--- config.mk ---
export PLATFORM = sky130hd
export DESIGN_NAME = snvs_arith
export DESIGN_NICKNAME = d
export VERILOG_FILES = /design/src/design/snvs_pkg.sv /design/src/design/snvs_arith.sv
export SDC_FILE = /design/constraint.sdc
export NUM_CORES = 1
export LEC_CHECK = 0
export ABC_AREA = 1
export BUFFER_PORTS_ARGS = -buffer_cell sky130_fd_sc_hd__buf_2
export CORE_MARGIN = 2
export CORE_UTILIZATION = 40
export DETAILED_ROUTE_END_ITERATION = 7
export PLACE_DENSITY = 0.58
export SYNTH_ARGS = -nofsm -noshare
export SYNTH_HDL_FRONTEND = slang
export SYNTH_SLANG_ARGS = --single-unit
--- constraint.sdc ---
create_clock -name clk_i -period 5.95 [get_ports clk_i]
set_clock_uncertainty 0.1 [all_clocks]
set_input_delay 0.8925 -clock clk_i [delete_from_list [all_inputs] [get_ports clk_i]]
set_output_delay 0.8925 -clock clk_i [all_outputs]
set_load 0.05 [all_outputs]
--- src/design/snvs_pkg.sv ---
`default_nettype none

package snvs_pkg;

  // Volume limits and sample format
  localparam int MaxWidth  = 64;
  localparam int MaxHeight = 64;
  localparam int MaxDepth  = 64;
  localparam int SampleW   = 16;

  localparam int DimW    = 7;
  localparam int XW      = $clog2(MaxWidth);
  localparam int YW      = $clog2(MaxHeight);
  localparam int ZW      = $clog2(MaxDepth);
  localparam int CfgIdxW = 2;

  // Q16 blend weight
  localparam int WeightFrac = 16;
  localparam int WeightW    = WeightFrac + 1;
  localparam int WeightOne  = 1 << WeightFrac;
  localparam int RoundHalf  = 1 << (WeightFrac - 1);
  localparam int ProdW      = WeightW + 1 + SampleW + 1;

  // Window delay lines: plane gap is w*(h-1), line gap is w-1
  localparam int PlGapMax   = MaxWidth * (MaxHeight - 1);
  localparam int PlGapW     = $clog2(PlGapMax + 1);
  localparam int PlRamDepth = PlGapMax - 1;
  localparam int LnRamDepth = MaxWidth - 2;

  // Sum of six samples plus rounding, and floor(q/3) by reciprocal
  localparam int SumW        = SampleW + 3;
  localparam int HalfSumW    = SumW - 1;
  localparam int Recip3W     = HalfSumW + 1;
  localparam int Recip3Shift = HalfSumW + 2;
  localparam logic [Recip3W-1:0] Recip3 = Recip3W'(((1 << Recip3Shift) + 2) / 3);
  localparam int Prod3W      = HalfSumW + Recip3W;

  localparam logic CmdPush  = 1'b0;
  localparam logic CmdDrain = 1'b1;

  typedef enum logic [CfgIdxW-1:0] {
    RegWidth  = 2'd0,
    RegHeight = 2'd1,
    RegDepth  = 2'd2,
    RegWeight = 2'd3
  } cfg_reg_e;

  typedef logic [SampleW-1:0] sample_t;

  typedef struct packed {
    logic valid;
    logic xm;
    logic xp;
    logic ym;
    logic yp;
    logic zm;
    logic zp;
    logic last;
  } ctrl_t;

  typedef struct packed {
    sample_t zp;
    sample_t yp;
    sample_t xp;
    sample_t ctr;
    sample_t xm;
    sample_t ym;
    sample_t zm;
  } taps_t;

endpackage

`default_nettype wire

--- src/design/snvs_arith.sv ---
`default_nettype none

module snvs_arith (
  input  wire logic                           clk_i,
  input  wire logic                           rst_ni,
  input  wire logic [snvs_pkg::WeightW-1:0]   weight_i,
  input  wire snvs_pkg::ctrl_t                ctrl_i,
  input  wire snvs_pkg::taps_t                taps_i,
  output logic                                ready_o,
  output logic                                m_valid_o,
  input  wire logic                           m_ready_i,
  output snvs_pkg::sample_t                   m_voxel_o,
  output logic                                m_last_o
);

  localparam int PairW = snvs_pkg::SampleW + 1;
  localparam int AdjW  = snvs_pkg::ProdW - snvs_pkg::WeightFrac;

  logic en1, en2, en3, en4, en5;
  logic v1_q, v2_q, v3_q, v4_q, v5_q;
  logic l1_q, l2_q, l3_q, l4_q, l5_q;

  snvs_pkg::sample_t c1_q, c2_q, c3_q, c4_q;
  snvs_pkg::sample_t nxm, nxp, nym, nyp, nzm, nzp;

  logic [PairW-1:0]                  sx_q, sy_q, sz_q;
  logic [snvs_pkg::SumW-1:0]         sum2;
  logic [snvs_pkg::HalfSumW-1:0]     q2_q;
  logic [snvs_pkg::Prod3W-1:0]       prod3;
  snvs_pkg::sample_t                 avg3_q;
  logic signed [PairW-1:0]           delta4;
  logic signed [snvs_pkg::WeightW:0] wt_s;
  logic signed [snvs_pkg::ProdW-1:0] prod4;
  logic signed [snvs_pkg::ProdW-1:0] prod4_q;
  logic signed [snvs_pkg::ProdW-1:0] rnd5;
  logic signed [AdjW-1:0]            adj5;
  logic signed [AdjW:0]              mix5;
  snvs_pkg::sample_t                 voxel5_q;

  assign en5     = !v5_q || m_ready_i;
  assign en4     = !v4_q || en5;
  assign en3     = !v3_q || en4;
  assign en2     = !v2_q || en3;
  assign en1     = !v1_q || en2;
  assign ready_o = en1;

  // missing neighbors at the volume edge take the center sample
  assign nxm = ctrl_i.xm ? taps_i.xm : taps_i.ctr;
  assign nxp = ctrl_i.xp ? taps_i.xp : taps_i.ctr;
  assign nym = ctrl_i.ym ? taps_i.ym : taps_i.ctr;
  assign nyp = ctrl_i.yp ? taps_i.yp : taps_i.ctr;
  assign nzm = ctrl_i.zm ? taps_i.zm : taps_i.ctr;
  assign nzp = ctrl_i.zp ? taps_i.zp : taps_i.ctr;

  // (sum + 3) / 6 == ((sum + 3) >> 1) / 3
  assign sum2  = snvs_pkg::SumW'(sx_q) + snvs_pkg::SumW'(sy_q) + snvs_pkg::SumW'(sz_q)
               + snvs_pkg::SumW'(3);
  assign prod3 = snvs_pkg::Prod3W'(q2_q) * snvs_pkg::Prod3W'(snvs_pkg::Recip3);

  // blend as ctr + w * (avg - ctr), rounded half up
  assign delta4 = $signed({1'b0, avg3_q}) - $signed({1'b0, c3_q});
  assign wt_s   = $signed({1'b0, weight_i});
  assign prod4  = wt_s * delta4;

  assign rnd5 = prod4_q + snvs_pkg::ProdW'(snvs_pkg::RoundHalf);
  assign adj5 = $signed(rnd5[snvs_pkg::ProdW-1:snvs_pkg::WeightFrac]);
  assign mix5 = $signed({1'b0, c4_q}) + adj5;

  always_ff @(posedge clk_i or negedge rst_ni) begin
    if (!rst_ni) begin
      v1_q <= 1'b0;
      v2_q <= 1'b0;
      v3_q <= 1'b0;
      v4_q <= 1'b0;
      v5_q <= 1'b0;
    end else begin
      if (en1) begin
        v1_q <= ctrl_i.valid;
      end
      if (en2) begin
        v2_q <= v1_q;
      end
      if (en3) begin
        v3_q <= v2_q;
      end
      if (en4) begin
        v4_q <= v3_q;
      end
      if (en5) begin
        v5_q <= v4_q;
      end
    end
  end

  always_ff @(posedge clk_i) begin
    if (en1) begin
      sx_q <= PairW'(nxm) + PairW'(nxp);
      sy_q <= PairW'(nym) + PairW'(nyp);
      sz_q <= PairW'(nzm) + PairW'(nzp);
      c1_q <= taps_i.ctr;
      l1_q <= ctrl_i.last;
    end
    if (en2) begin
      q2_q <= sum2[snvs_pkg::SumW-1:1];
      c2_q <= c1_q;
      l2_q <= l1_q;
    end
    if (en3) begin
      avg3_q <= prod3[snvs_pkg::Recip3Shift +: snvs_pkg::SampleW];
      c3_q   <= c2_q;
      l3_q   <= l2_q;
    end
    if (en4) begin
      prod4_q <= prod4;
      c4_q    <= c3_q;
      l4_q    <= l3_q;
    end
    if (en5) begin
      voxel5_q <= mix5[snvs_pkg::SampleW-1:0];
      l5_q     <= l4_q;
    end
  end

  assign m_valid_o = v5_q;
  assign m_voxel_o = voxel5_q;
  assign m_last_o  = l5_q;

endmodule

`default_nettype wire

==> results of run 1 <==
-- cell usage in the layout (no fill, tap or decap), drive strengths merged, types with 10 or more instances in the layout --
cell type | Yosys | final
inv | 741 | 747
nand2 | 618 | 618
buf | 5 | 436
ha | 373 | 373
fa | 355 | 355
nor2 | 223 | 223
edfxtp | 187 | 187
o21ai | 166 | 166
a21oi | 148 | 148
nand3 | 112 | 112
xor2 | 82 | 82
xnor2 | 33 | 33
nor3 | 24 | 24
a21o | 18 | 18
clkbuf | 43 | 18
nand4 | 13 | 13
a31oi | 11 | 11
o21bai | 10 | 10
clkinv | 2 | 10
or2 | 10 | 10
-- cells in the mapped netlist, types with 3 or more instances --
master	count
a211oi_1	4
a21boi_0	7
a21o_1	18
a21oi_1	146
a31oi_1	11
clkbuf_1	43
dfrtp_1	5
edfxtp_1	187
fa_1	355
ha_1	373
inv_1	732
inv_2	8
nand2_1	609
nand2_2	8
nand3_1	111
nand3b_1	5
nand4_1	13
nor2_1	213
nor2_2	10
nor3_1	23
nor4_1	7
o211ai_1	3
o21a_1	6
o21ai_0	158
o21ai_1	7
o21bai_1	9
o31ai_1	6
or2_1	4
or2_2	6
xnor2_1	33
xor2_1	81
-- worst paths after layout --
| path | start | endpoint | depth (start not counted) |
|---|---|---|---|
| min in group clk_i | c2_q[4] | c3_q[4] | 0 |
| max in group asynchronous | rst_ni | v3_q | 1 |
| worst min register to register | c2_q[4] | c3_q[4] | 0 |
| worst min-delay path | rst_ni | v1_q | 1 |
| worst max register to register | c3_q[0] | prod4_q[29] | 29 |
| worst max-delay path | c3_q[0] | prod4_q[29] | 29 |
-- registers in the layout (all words and copies together), names as in the netlist, 16 cells and up --
signal	cells
sz_q	17
prod4_q	17
sx_q	17
c3_q	16
c2_q	16
c4_q	16
avg3_q	16
sy_q	17
q2_q	18
c1_q	16
m_voxel_o	16
-- cell type report --
cell class                 count  area, um^2
multi-input combinational   2250       19870
sequential                   192        5741
inverter                     743        2814
clock buffer                  17       425.4
fill                        6761       35520
clock inverter                15       200.2
timing repair buffer         437        3083
tap                          931        1165
timing repair inverter         1       5.005
-- critical path: cells and delay by family, from the launching register on --
kind                     cells  cell delay [ns]
AND/OR/NAND/NOR              8             0.53
adder cells (fa/ha/maj)      9             3.77
XOR/XNOR                     1             0.20
AO/OA/AOI/OAI                6             1.02
flip-flops                   1             0.40
buffers and inverters        5             0.50
-- per-stage QoR --
| stage | util | TNS [ns] | instances | worst slack (ns) |
|---|---|---|---|---|
| after floorplan | - | -5.355 | 3233 | -0.4599 |
| after global placement | 0.4643 | -12.13 | 4529 | -0.8561 |
| after detailed placement | 0.4643 | -13.55 | 4529 | -0.9744 |
| after CTS | 0.4778 | -10.04 | 4570 | -0.6928 |
| after global routing | 0.4839 | -15.98 | 4586 | -1.063 |
| final | 0.4839 | -11.34 | 4586 | -0.7951 |
-- per-layer routing --
| layer | wire length (um) | vias up | global-route usage |
|---|---|---|---|
| met1 | 32890 | 10610 | 0.2747 |
| met3 | 2190 | 108 | 0.01970 |
| li1 | - | 10998 | - |
| met5 | 0 | - | 0 |
| met4 | 1999 | 0 | 0.06236 |
| met2 | 39730 | 413 | 0.4053 |
-- timing repair --
item                       CTS  global route
setup buffers               10            14
resized for setup           57            76
gates cloned                 0             2
pin swaps                   14            27
hold endpoints to repair     0             0
setup endpoints to repair   17            17
-- cell families (layout without fill, tap and decap cells) --
| family | after synthesis | in the layout | share of synthesized area |
|---|---|---|---|
| XOR/XNOR | 115 | 115 | 0.03681 |
| buffers and inverters | 791 | 1213 | 0.1072 |
| AND/OR/NAND/NOR | 1017 | 1017 | 0.1495 |
| adder cells (fa/ha/maj) | 728 | 728 | 0.4224 |
| flip-flops | 192 | 192 | 0.2059 |
| AO/OA/AOI/OAI | 390 | 390 | 0.07810 |
==> summary.txt, run 1 <==
Share of cells above drive strength 1: 0.1811
Drt via density: 4.825
Starting Density: 0.4050
Status: complete, but fails checks
DP Area: 31950 um^2
Crit Path Category: register to register
Worst-path clk slew: 0.09 ns
Max_slew headroom: 0.5617
Fraction of registers with async set/reset: 0.02604
CP max stage cell: fa_1
Post-synth top area cell: fa_1
Largest cells by area after synthesis: fa_1 (25%), edfxtp_1 (20%), ha_1 (17%)
DIE WIDTH: 268.0 um
Synth Instances: 3233
Hold Crit Class: input pin to async pin
Clk sink count: 192
Grt ovf: 0
Post-synth EDFFs: 187
Clk Latency, worst-skew pair: 0.48 ns
Worst Path Max Fanout: 4
Total GRT Usage: 0.2204
Final worst slack: -0.7951 ns
DP HPWL: 66.85 mm
R2R Setup Slk: -0.80 ns
Synth top area share: 0.2550
Worst Max-Slew Pin Slew: 0.6568 ns
Vias: 22129
Unrepaired setup endpoints after global routing: true
Critical Path Source Type: register
Yosys reg bits: 192
Syn Nets: 4101
CP peak stage delay: 0.55 ns
H-tree levels: 4
1st-iter DRT viols: 1302
Average size of a mapped cell: 8.622 um^2
Register area share after synthesis: 0.2059
Hold Fails Final Rpt: 0
I/O pins: 159
IO buf count: 158
Root buffer cell: clkbuf_16
Failing checks: negative setup slack
Fmax: 148.3 MHz
Nets: 4510
CP most frequent cell: fa_1
WL per Instance: 16.75 um
Hold_buf cts: 0
DRC: 0
CP Capture Type: register
Area Growth Syn to Fin: 19.47%
DIE AREA: 71810 um^2
Vias in the first global route: 22709
Number of CTS-inserted buffers: 17
Crit path time final: 6.745 ns
Die height: 268.0 um
Core ar.: 68830 um^2
TritonRoute pass-1 iters: 5
Longest Clk Path Bufs: 2
CTS tree: built
Max Slew Vio Count: 0
Antenna cells: 0
# rows: 96
Worst Path Arrival: 6.89 ns
Max Cap Viol: 0
Drt total wl: 76.81 mm
Top_reg_cell synth: edfxtp_1
Cell area after layout: 33300 um^2
Synth unique cells: 57
Final period util: 1.134
Gpl congestion: 0.9477
Initial antenna violation count: 0
Largest net degree at the start of global routing: 49
Final setup viols: 17
Worst EP required: 6.10 ns
First-pass GRT wire length: 121.7 mm
Synth warn: 0
Worst hold slack: 0.1158 ns
Area of the mapped netlist: 27870 um^2
Routed Antenna Nets: 0
Power of run 1 is not shown: default switching activity piles up to over one toggle a cycle in this logic, so the estimate is an artifact.
==> run 2, diff against run 1 <==
--- a/config.mk
+++ b/config.mk
@@ -6,11 +6,11 @@
 export NUM_CORES = 1
 export LEC_CHECK = 0
 export ABC_AREA = 1
-export BUFFER_PORTS_ARGS = -buffer_cell sky130_fd_sc_hd__buf_2
 export CORE_MARGIN = 2
 export CORE_UTILIZATION = 40
 export DETAILED_ROUTE_END_ITERATION = 7
-export PLACE_DENSITY = 0.58
+export DONT_BUFFER_PORTS = 1
+export PLACE_DENSITY = 0.56
 export SYNTH_ARGS = -nofsm -noshare
 export SYNTH_HDL_FRONTEND = slang
 export SYNTH_SLANG_ARGS = --single-unit
==> constraint.sdc (replaced) <==
create_clock -name clk_i -period 5.7 [get_ports clk_i]
set_clock_uncertainty 0.1 [all_clocks]
set_input_delay 0.855 -clock clk_i [delete_from_list [all_inputs] [get_ports clk_i]]
set_output_delay 0.855 -clock clk_i [all_outputs]
set_load 0.05 [all_outputs]
==> run 2 against run 1 <==
Compared with the run above: the run still ends with negative setup slack left; via count down 3.0%; fmax up 1.1%; global-route usage down 0.30 points; wire length down 1.9%.
==> summary.txt, run 2 (synthesized netlist as in run 1, its figures left out) <==
Hold Crit Class: register to register
IO buf count: 0
Largest Register: q2_q
Fill count: 6826
R2R Setup Slk: -0.97 ns
DIE WIDTH: 268.0 um
Final worst slack: -0.9731 ns
Failing checks: negative setup slack
Reg2reg start: c3_q[4]
Area Growth Syn to Fin: 16.13%
Root buffer cell: clkbuf_16
Most common cell after layout, fill and taps aside: inv_1
Clk sink count: 192
Clk Latency, worst-skew pair: 0.46 ns
Register area: 5741 um^2
Worst-path clk slew: 0.08 ns
# rows: 96
Reg2Reg Depth: 34
DP HPWL: 64.99 mm
Number of CTS-inserted buffers: 17
Share of cells above drive strength 1: 0.1464
Multi-input gate area: 19980 um^2
Die height: 268.0 um
First-pass GRT wire length: 119.3 mm
Initial antenna violation count: 0
Fmax: 149.9 MHz
Final period util: 1.171
CP max stage cell: fa_2
Largest net degree at the start of global routing: 60
Core ar.: 68830 um^2
WL per Instance: 17.12 um
Worst Path Arrival: 6.80 ns
Max Slew Vio Count: 0
Status: complete, but fails checks
Worst Path Max Fanout: 4
CP Capture Type: register
H-tree levels: 4
CP most frequent cell: inv_2
Total GRT Usage: 0.2173
Worst Max-Slew Pin Slew: 0.7528 ns
Max_slew headroom: 0.4981
Max Cap Viol: 0
Antenna cells: 0
Hold path endpoint: c3_q[2]
Most frequent cells in the layout: inv_1 (701), nand2_1 (558), ha_1 (354)
DRC: 0
Crit path time final: 6.673 ns
Routed Antenna Nets: 0
Gpl congestion: 0.9112
Drt total wl: 75.35 mm
I/O pins: 159
Vias: 21474
DIE AREA: 71810 um^2
Cell area after layout: 32370 um^2
Hold Fails Final Rpt: 0
Crit Path Category: register to register
Hold Path Depth: 0
TritonRoute pass-1 iters: 7
Longest Clk Path Bufs: 2
Grt ovf: 0
Number of flip-flops in the largest register: 18
Unrepaired setup endpoints after global routing: true
1st-iter DRT viols: 1107
Final setup viols: 17
Nets: 4324
DP Area: 30910 um^2
Worst Min Path Start: c2_q[2]
Starting Density: 0.4050
Reg-to-Reg End: prod4_q[31]
Drt via density: 4.880
CP peak stage delay: 0.58 ns
CTS tree: built
Critical Path Source Type: register
Vias in the first global route: 22425
Worst EP required: 5.83 ns
## run 2: cell types whose count changed in the layout (fill, tap and decap cells not counted), sizes merged
cell / delta
clkinv: -1
clkbuf: +2
clkinvlp: -1
inv: -1
buf: -186
dlygate4sd3: +1
## run 2: layout make-up
cell class | instances | area share
clock buffer | 20 | 0.01411
clock inverter | 12 | 0.004406
inverter | 743 | 0.08685
multi-input combinational | 2250 | 0.6173
sequential | 192 | 0.1773
tap | 931 | 0.03598
timing repair buffer | 251 | 0.06385
timing repair inverter | 1 | 0.0001546
## run 2: through the flow
step | setup TNS, ns | hold WS [ns] | instances | setup slack, ns | util
finish | -14.97 | 0.3209 | 4400 | -0.9731 | 0.4703
global route | -19.83 | 0.3307 | 4400 | -1.331 | 0.4703
CTS | -15.35 | 0.3232 | 4385 | -1.004 | 0.4642
detailed placement | -16.68 | 0.3045 | 4335 | -1.088 | 0.4491
global placement | -15.72 | 0.3013 | 4335 | -1.027 | 0.4491
floorplan | -9.605 | 0.3003 | 3233 | -0.7099 | -
## run 2: timing repair
action,in CTS,in global routing
pin swaps,47,36
hold endpoints to repair,5,0
setup buffers,17,14
resized for setup,79,92
hold buffers,1,0
gates cloned,0,1
endpoints found under the setup margin,17,19
## run 2: worst max-delay path by stage
stage,from,end,slack [ns],cells past startpoint
after global placement,c3_q[0],prod4_q[28],-1.03,28
after detailed placement,c3_q[5],prod4_q[30],-1.09,33
after global routing,c3_q[4],prod4_q[31],-1.33,34
final,c3_q[4],prod4_q[31],-0.97,34
after floorplan,c3_q[0],prod4_q[31],-0.71,36
after CTS,c3_q[0],prod4_q[29],-1.00,29
## run 2: critical path: cells and delay by family (launching register included)
kind                       cells  cell delay, ns
buffers and inverters          9            0.62
and+or+nand+nor               15            1.46
AOI/OAI and AO/OA              2            0.25
DFF                            1            0.42
adders and majority gates      8            3.59
## run 2: routing by layer
layer  global-route usage  wire, um
met2               0.3829     37420
met4              0.09875      3441
met1               0.2695     32210
met3              0.02098      2273
met5                    0         0
Power of run 2 is left out for the same reason.
==> run 3, diff against run 2 <==
--- a/config.mk
+++ b/config.mk
@@ -6,11 +6,11 @@
 export NUM_CORES = 1
 export LEC_CHECK = 0
 export ABC_AREA = 1
+export BUFFER_PORTS_ARGS = -buffer_cell sky130_fd_sc_hd__buf_2
 export CORE_MARGIN = 2
 export CORE_UTILIZATION = 40
 export DETAILED_ROUTE_END_ITERATION = 7
-export DONT_BUFFER_PORTS = 1
-export PLACE_DENSITY = 0.56
+export PLACE_DENSITY = 0.58
 export SYNTH_ARGS = -nofsm -noshare
 export SYNTH_HDL_FRONTEND = slang
 export SYNTH_SLANG_ARGS = --single-unit
==> run 3 against run 2 <==
Compared with the run above: the flow still finishes with violations (negative setup slack); critical path depth is the same; non-clock buffer count increased by 204; design area rose by 4.4%; critical path type unchanged; critical endpoint is now prod4_q[30].
==> summary.txt, run 3 (synthesized netlist as in run 1, its figures left out) <==
Most common cell after layout, fill and taps aside: inv_1
Status: complete, but fails checks
Starting Density: 0.4050
Most frequent cells in the layout: inv_1 (694), nand2_1 (555), fa_1 (344)
Total GRT Usage: 0.2202
CP delay by family, top: adder cells
Grt ovf: 0
Wire length on met2: 40.32 mm
Crit Path Category: register to register
Failing checks: negative setup slack
DP HPWL: 66.53 mm
Fmax: 146.3 MHz
H-tree levels: 4
Fill count: 6625
CP peak stage delay: 0.59 ns
Hold_buf cts: 0
Wl on met1: 32.46 mm
Clk Latency, worst-skew pair: 0.48 ns
I/O pins: 159
CP max stage cell: fa_2
1st-iter DRT viols: 1219
Final period util: 1.199
Crit path time final: 6.834 ns
Critical Path Source Type: register
End of the critical path: prod4_q[30]
# rows: 96
Clk sink count: 192
Multi-input gate area: 20250 um^2
Vias: 22423
Reg2reg start: c3_q[0]
Initial antenna violation count: 0
Worst-path clk slew: 0.09 ns
Placed cells: 4529
CTS tree: built
Max layer used: met4
Drt total wl: 77.37 mm
Hold Fails Final Rpt: 0
Hold Crit Class: input pin to async pin
Drt via density: 4.870
Vias in the first global route: 23153
R2R Setup Slk: -1.13 ns
Worst Max-Slew Pin Slew: 0.6815 ns
Register area: 5741 um^2
Nets: 4527
Largest net degree at the start of global routing: 44
DIE AREA: 71810 um^2
IO buf count: 158
Worst Path Max Fanout: 6
Final setup viols: 17
WL per Instance: 16.80 um
Final worst slack: -1.134 ns
Crit. path cell count: 34
Crit path from: c3_q[0]
Worst EP required: 5.85 ns
CP Buf/Inv Count: 11
Reg-to-Reg End: prod4_q[30]
Longest Clk Path Bufs: 2
Max Cap Viol: 0
Worst slack at placement: -1.127 ns
Number of CTS-inserted buffers: 17
Die height: 268.0 um
Area Growth Syn to Fin: 21.22%
Max_slew headroom: 0.5452
Largest Register: q2_q
Routed Antenna Nets: 0
Reg2Reg Depth: 34
DRC: 0
Root buffer cell: clkbuf_16
Gpl congestion: 0.9806
Unrepaired setup endpoints after global routing: true
Share of cells above drive strength 1: 0.2010
Max Slew Vio Count: 0
Number of flip-flops in the largest register: 18
Met3 wire length: 2.244 mm
CP Capture Type: register
Core ar.: 68830 um^2
Worst Path Arrival: 6.99 ns
DIE WIDTH: 268.0 um
CP most frequent cell: fa_1
Non-Filler Instances: 4604
TritonRoute pass-1 iters: 5
First-pass GRT wire length: 121.7 mm
[run 3: cell count changes in the layout (fill, tap and decap cells not counted), moves of 7 or more]
cell	before	now
ha_4	15	27
buf_2	0	158
buf_6	8	19
nor2_1	198	191
nor2_4	5	12
buf_4	230	271
inv_1	701	694
inv_2	34	41
ha_1	354	343
[run 3: cell type report]
type,instances,area share
sequential,192,0.1699
multi-input combinational,2250,0.5992
inverter,743,0.08361
clock buffer,18,0.01270
tap,931,0.03447
clock inverter,14,0.006147
antenna,1,0.00007406
timing repair buffer,455,0.09394
[run 3: metal layers]
layer,up-vias,track usage
li1,11013,-
met1,10843,0.2672
met2,453,0.4103
met3,114,0.02043
met4,0,0.06885
met5,-,0
[run 3: worst min-delay path by stage]
stage	start	to	slack [ns]
after floorplan	c1_q[0]	c2_q[0]	0.30
after global placement	c1_q[6]	c2_q[6]	0.30
after detailed placement	c1_q[1]	c2_q[1]	0.30
after CTS	rst_ni	v1_q	0.06
after global routing	rst_ni	v1_q	0.06
final	rst_ni	v1_q	0.08
[run 3: worst register-to-register path: cells and delay by family (launching register included)]
| family | cells | cell delay, ns |
|---|---|---|
| AOI/OAI and AO/OA | 3 | 0.44 |
| adders and majority gates | 9 | 3.90 |
| DFF | 1 | 0.41 |
| and+or+nand+nor | 10 | 0.76 |
| xor gates and xnor gates | 1 | 0.06 |
| buffers and inverters | 11 | 0.95 |
[run 3: repair_timing]
action / CTS / global route
setup endpoints to repair: 17 / 17
buffers inserted: 12 / 35
pin swaps: 58 / 67
gates resized for setup: 111 / 117
endpoints found under the hold margin: 0 / 0
[run 3: metrics by stage]
step | util | area (um^2) | hold WS [ns] | TNS (ns)
6_report | 0.4909 | 33790 | 0.07649 | -17.22
2_1_floorplan | - | 28170 | 0.3003 | -9.605
4_1_cts | 0.4805 | 33070 | 0.05994 | -14.77
5_1_grt | 0.4909 | 33790 | 0.06241 | -21.30
3_5_place_dp | 0.4630 | 31870 | 0.3045 | -17.32
3_3_place_gp | 0.4630 | 31870 | 0.3010 | -16.25
Power of run 3 is left out for the same reason.
